File: config.mk
export PLATFORM = sky130hd
export DESIGN_NAME = ffca_ctrl
export DESIGN_NICKNAME = d
export VERILOG_FILES = /design/src/rtl/ffca_pkg.sv /design/src/rtl/ffca_ctrl.sv
export SDC_FILE = /design/constraint.sdc
export NUM_CORES = 1
export LEC_CHECK = 0
export ABC_AREA = 1
export BUFFER_PORTS_ARGS = -buffer_cell sky130_fd_sc_hd__buf_2
export CAP_MARGIN = 30
export CORE_ASPECT_RATIO = 1.25
export CORE_MARGIN = 2
export CORE_UTILIZATION = 54
export CTS_CLUSTER_SIZE = 16
export DETAILED_ROUTE_END_ITERATION = 8
export PLACE_DENSITY = 0.94
export SETUP_SLACK_MARGIN = 0.5
export SLEW_MARGIN = 20
export SYNTH_ARGS = -nofsm -noshare
export SYNTH_HDL_FRONTEND = slang
export SYNTH_SLANG_ARGS = --single-unit
File: constraint.sdc
create_clock -name clk -period 4.1 [get_ports clk]
set_clock_uncertainty 0.05 [all_clocks]
set_input_delay 0.41 -clock clk [delete_from_list [all_inputs] [get_ports clk]]
set_output_delay 0.41 -clock clk [all_outputs]
set_load 0.05 [all_outputs]
File: src/rtl/ffca_pkg.sv
// Package for the first-fit coalescing allocator.
// Holds table sizes, status codes, controller states and the command/flag structs.
// No dependencies.
package ffca_pkg;

  localparam int SEG_DEPTH      = 64;
  localparam int REC_DEPTH      = 64;
  localparam int ADDR_W         = 32;
  localparam int HEADER_BYTES   = 24;
  localparam int MIN_FREE_BYTES = 16;
  localparam int MIN_ALIGN_LOG2 = 3;
  localparam int ALIGN_W        = 5;
  localparam int STATUS_W       = 3;
  localparam int CFG_IW         = 2;

  localparam int SEG_AW = $clog2(SEG_DEPTH);
  localparam int REC_AW = $clog2(REC_DEPTH);
  localparam int CNT_W  = SEG_AW + 1;
  localparam int IDX_W  = ((SEG_AW > REC_AW) ? SEG_AW : REC_AW) + 1;
  localparam int WIDE_W = ADDR_W + 3;

  localparam logic [CFG_IW-1:0] REG_HEAP_START = CFG_IW'(0);
  localparam logic [CFG_IW-1:0] REG_HEAP_SIZE  = CFG_IW'(1);

  typedef enum logic [STATUS_W-1:0] {
    ST_OK, ST_EXHAUSTED, ST_OOB, ST_UNKNOWN, ST_TABLE_FULL, ST_UNUSABLE
  } status_t;

  typedef enum logic [4:0] {
    OP_NONE, OP_LOAD, OP_NEXT, OP_SEG_RD, OP_SEG_RD_NEXT, OP_SEG_RD_PREV,
    OP_CALC, OP_TAKE_TAIL, OP_TAKE_ALL, OP_SD_WR, OP_CNT_DEC, OP_REC_LATCH,
    OP_CLR_IDX, OP_P_ADV, OP_P_CUR, OP_MRG_BOTH, OP_MRG_PREV, OP_MRG_NEXT,
    OP_SU_INIT, OP_SU_WR, OP_INS, OP_FINISH
  } dp_op_t;

  typedef struct packed {
    dp_op_t  op;
    status_t code;
  } dp_cmd_t;

  typedef struct packed {
    logic req_free;
    logic addr_zero;
    logic heap_ok;
    logic has_slot;
    logic idx_ge_cnt;
    logic idx1_lt_cnt;
    logic idx_gt_pos;
    logic rec_end;
    logic fit_bad;
    logic fit_tail;
    logic rec_hit;
    logic oob;
    logic p_less;
    logic mprev;
    logic mnext;
    logic tbl_full;
    logic out_room;
  } dp_flags_t;

  typedef enum logic [4:0] {
    S_IDLE, S_DISPATCH, S_A_RD, S_A_CALC, S_A_CHK, S_SD_CHK, S_SD_WR,
    S_F_RD, S_F_CMP, S_F_BND, S_P_RD, S_P_CHK, S_MERGE, S_SU_CHK, S_SU_WR,
    S_DONE
  } ctrl_state_t;

endpackage

File: src/rtl/ffca_ctrl.sv
// Allocator controller: sequences table scans, shifts and merges.
// Depends on ffca_pkg; drives ffca_dp through dp_cmd_t, reads dp_flags_t.
module ffca_ctrl (
  input  logic                clk,
  input  logic                rst_n,
  input  logic                in_valid,
  output logic                in_ready,
  input  ffca_pkg::dp_flags_t flags,
  output ffca_pkg::dp_cmd_t   cmd
);
  import ffca_pkg::*;

  ctrl_state_t state_r, state_nxt;
  status_t     code_r, code_nxt;

  always_ff @(posedge clk) begin
    if (!rst_n) begin
      state_r <= S_IDLE;
      code_r  <= ST_OK;
    end else begin
      state_r <= state_nxt;
      code_r  <= code_nxt;
    end
  end

  always_comb begin
    state_nxt = state_r;
    code_nxt  = code_r;
    case (state_r)
      S_IDLE: if (in_valid) state_nxt = S_DISPATCH;
      S_DISPATCH: begin
        state_nxt = S_DONE;
        if (!flags.req_free) begin
          if (!flags.heap_ok) code_nxt = ST_UNUSABLE;
          else if (!flags.has_slot) code_nxt = ST_TABLE_FULL;
          else state_nxt = S_A_RD;
        end else begin
          if (flags.addr_zero) code_nxt = ST_OK;
          else if (!flags.heap_ok) code_nxt = ST_UNUSABLE;
          else state_nxt = S_F_RD;
        end
      end
      S_A_RD: begin
        if (flags.idx_ge_cnt) begin
          code_nxt  = ST_EXHAUSTED;
          state_nxt = S_DONE;
        end else begin
          state_nxt = S_A_CALC;
        end
      end
      S_A_CALC: state_nxt = S_A_CHK;
      S_A_CHK: begin
        code_nxt = ST_OK;
        if (flags.fit_bad) state_nxt = S_A_RD;
        else if (flags.fit_tail) state_nxt = S_DONE;
        else state_nxt = S_SD_CHK;
      end
      S_SD_CHK: state_nxt = flags.idx1_lt_cnt ? S_SD_WR : S_DONE;
      S_SD_WR:  state_nxt = S_SD_CHK;
      S_F_RD: begin
        if (flags.rec_end) begin
          code_nxt  = ST_UNKNOWN;
          state_nxt = S_DONE;
        end else begin
          state_nxt = S_F_CMP;
        end
      end
      S_F_CMP: state_nxt = flags.rec_hit ? S_F_BND : S_F_RD;
      S_F_BND: begin
        if (flags.oob) begin
          code_nxt  = ST_OOB;
          state_nxt = S_DONE;
        end else begin
          state_nxt = S_P_RD;
        end
      end
      S_P_RD:  state_nxt = flags.idx_ge_cnt ? S_MERGE : S_P_CHK;
      S_P_CHK: state_nxt = flags.p_less ? S_P_RD : S_MERGE;
      S_MERGE: begin
        code_nxt = ST_OK;
        if (flags.mprev && flags.mnext) state_nxt = S_SD_CHK;
        else if (flags.mprev || flags.mnext) state_nxt = S_DONE;
        else if (flags.tbl_full) begin
          code_nxt  = ST_TABLE_FULL;
          state_nxt = S_DONE;
        end else begin
          state_nxt = S_SU_CHK;
        end
      end
      S_SU_CHK: state_nxt = flags.idx_gt_pos ? S_SU_WR : S_DONE;
      S_SU_WR:  state_nxt = S_SU_CHK;
      S_DONE:   if (flags.out_room) state_nxt = S_IDLE;
      default:  state_nxt = S_IDLE;
    endcase
  end

  always_comb begin
    in_ready = 1'b0;
    cmd.op   = OP_NONE;
    cmd.code = code_r;
    case (state_r)
      S_IDLE: begin
        in_ready = 1'b1;
        if (in_valid) cmd.op = OP_LOAD;
      end
      S_A_RD:   if (!flags.idx_ge_cnt) cmd.op = OP_SEG_RD;
      S_A_CALC: cmd.op = OP_CALC;
      S_A_CHK: begin
        if (flags.fit_bad) cmd.op = OP_NEXT;
        else if (flags.fit_tail) cmd.op = OP_TAKE_TAIL;
        else cmd.op = OP_TAKE_ALL;
      end
      S_SD_CHK: cmd.op = flags.idx1_lt_cnt ? OP_SEG_RD_NEXT : OP_CNT_DEC;
      S_SD_WR:  cmd.op = OP_SD_WR;
      S_F_CMP:  cmd.op = flags.rec_hit ? OP_REC_LATCH : OP_NEXT;
      S_F_BND:  if (!flags.oob) cmd.op = OP_CLR_IDX;
      S_P_RD:   if (!flags.idx_ge_cnt) cmd.op = OP_SEG_RD;
      S_P_CHK:  cmd.op = flags.p_less ? OP_P_ADV : OP_P_CUR;
      S_MERGE: begin
        if (flags.mprev && flags.mnext) cmd.op = OP_MRG_BOTH;
        else if (flags.mprev) cmd.op = OP_MRG_PREV;
        else if (flags.mnext) cmd.op = OP_MRG_NEXT;
        else if (!flags.tbl_full) cmd.op = OP_SU_INIT;
      end
      S_SU_CHK: cmd.op = flags.idx_gt_pos ? OP_SEG_RD_PREV : OP_INS;
      S_SU_WR:  cmd.op = OP_SU_WR;
      S_DONE:   if (flags.out_room) cmd.op = OP_FINISH;
      default:  cmd.op = OP_NONE;
    endcase
  end

endmodule

==> impl_results.md <==
- Status: complete, no violations
- Final hold vios: 0
- Yosys top cell by area: nand2_1
- Avg Inst Size Synth: about 5 um2
- Vias in the first global route: 1194
- Crit path DAT: 1900 ps
- Max VDD drop: 0.514 mV
- Critical Path Start: state_r[0]
- Post-DRT Antenna Nets: 0
- Area contributors post-synth: nand2_1 (21%), dfxtp_1 (15%), nor2_1 (13%)
- Post-synth EDFFs: 0
- Setup bufs post-CTS: 0
- Synth top area share: between 20 and 25%
- WP data required: between 3000 and 4000 ps
- Port bufs: 28
- Slew headroom: between 70% and 80%
- Fill count: 157
- DR WL/cell: 12.6 um
- Seq/Total Area, Yosys: between 10% and 20%
- Total congestion overflow: 0
- Min-delay worst type: in2reg
- Fmax: between 400 and 500 MHz
- Setup ws final: 1740 ps
- Via count of the routed design: between 1k and 1.5k
- Vias per cell: 5.67
- H-tree depth: 1
- Netlist Area Pre-Place: roughly 920 um2
- Ports: 29
- Register bit count reported by yosys: 7
- PwrDens: about 860 nW/um2
- Pleak: between 0.6 and 0.7 nW
- WHS Path Cells: 3
- Die width: 41.0 um
- Placed cell count: about 230
- Worst hold start: rst_n
- Share of cells above drive strength 1: approximately 25%
- Area Growth Syn to Fin: 20.4%
- MaxCap Viol Count: 0
- Clk buf depth: 2
- Clock transition at path regs: 50 ps
- Crit path max fanout: 5
- Initial antenna violation count: 0
- Hpwl dp: 2390 um
- CTS tree: built
- CP Class: reg2out
- Unique cell type count in the Yosys netlist: 19
- Final Setup Violations: 0
- Drt drc: 0
- Core Rows: 16
- Final period util: 57.6%
- Sink Count: 7
- Startpoint types: flip-flop
- Post-cts sizing count: 0
- Syn Nets: 200
- Final WL: 2910 um
- Area of the core: between 1500 and 2000 um2
- Die Area: just over 2000 um2
- Place WS: 2050 ps
- Gr usage total: 31.7%
- Final GP Congestion: ~0.92
- Initial Util: between 50% and 60%
- Root Driver: clkbuf_4
- Reg2reg path depth: 9
- Cell with the most instances after synthesis: nand2_1
- Nets: 233
- Synthesis warning total: 0
- Starting DRT DRC Count: 69
- Slew @ Worst Pin: roughly 360 ps
- Commonest cells in the netlist: nand2_1 (51), nor2_1 (32), inv_1 (23)
- Fin crit period: about 2400 ps
- Ant. Diodes: 0
- Die H: 50.3 um
- Num CTS Buffers: 3
- RSZ-0062 raised after global routing: false
- Ys flop type: dfxtp_1
- Hold_buf cts: 0
- Skew-Pair Late Insertion Delay: 250 ps
- Syn Inst Count: 180
- Critical path endpoint category: output port
- First-pass GRT wire length: 4610 um
- Worst r2r src: state_r[0]
- DR pass1 iterations: 5
- Largest net degree at the start of global routing: 8
- Setup_tns: 0 ps
- Slew Limit Fails: 0
- Async set-or-reset flop fraction in the synthesized netlist: 0%
- Finished Layout Cells: 230
- Fin util: 70.4%
## cell type report
class / count / area, um2 / share of cell area [%]
Clock buffer: 4 / 26.3 / 2.36
Inverter: 28 / 105 / 9.44
Multi-Input combinational cell: 145 / 679 / 61.0
Sequential cell: 7 / 140 / 12.6
Tap cell: 18 / 22.5 / 2.02
Timing Repair Buffer: 28 / 140 / 12.6
## state kept, by name, indices dropped and copies added (netlist names)
name,flops
code_r,3
state_r,4
## layout by cell type, fill, tap and decap left out, types with 4 or more instances in the layout
| cell type | n |
|---|---|
| o21ai_0 | 5 |
| nand2_2 | 7 |
| inv_1 | 23 |
| nand3_1 | 22 |
| buf_2 | 28 |
| a21oi_1 | 4 |
| nor2_2 | 4 |
| inv_2 | 5 |
| nand2_1 | 51 |
| nand4_1 | 6 |
| nor2_1 | 32 |
| nor3_1 | 5 |
| dfxtp_1 | 7 |
## worst paths after layout
check	end	slack (ps)
worst max-delay path	cmd[6]	1740
worst min register to register	code_r[1]	450
worst min-delay path	state_r[0]	400
worst max register to register	code_r[2]	2560
## per-stage QoR
stage / area [um2] / total power, mW / hold slack (ps)
global placement: 1090 / 0.862 / 408
global route: 1110 / 1.03 / 396
CTS: 1110 / 0.949 / 381
floorplan: 925 / 0.718 / 458
finish: 1110 / 0.958 / 396
detailed placement: 1090 / 0.881 / 424
## per-layer routing
layer	routed length, um	global-route usage, %	share of wire, %
met2	1460	55.5	50
met1	1150	35.4	40
met5	0	0	0
met3	233	4.42	8.0
met4	56	12.8	1.9
## cells by family (layout without fill, tap and decap cells)
family                 after synthesis  in the layout  synth area share, %
buffers and inverters               28             60                 11.4
AOI/OAI and AO/OA                   12             12                 7.31
DFF                                  7              7                 15.2
and+or+nand+nor                    133            133                 66.2
## power breakdown
group | leakage [nW] | switching (mW) | internal (mW) | total (mW)
registers | 0.0579 | 0.0465 | 0.103 | 0.150
logic | 0.618 | 0.543 | 0.202 | 0.745
clock network | 0.0150 | 0.0262 | 0.0372 | 0.0634
## worst max-delay path, stage by stage (launching register included)
cell and delay [ps]:
dfxtp_1 480, inv_2 110, nor2_4 160, nand2_1 110, o21ai_0 290, nor2_1 100
o2111ai_1 100, buf_2 300
(Power assumes the default switching activity.)
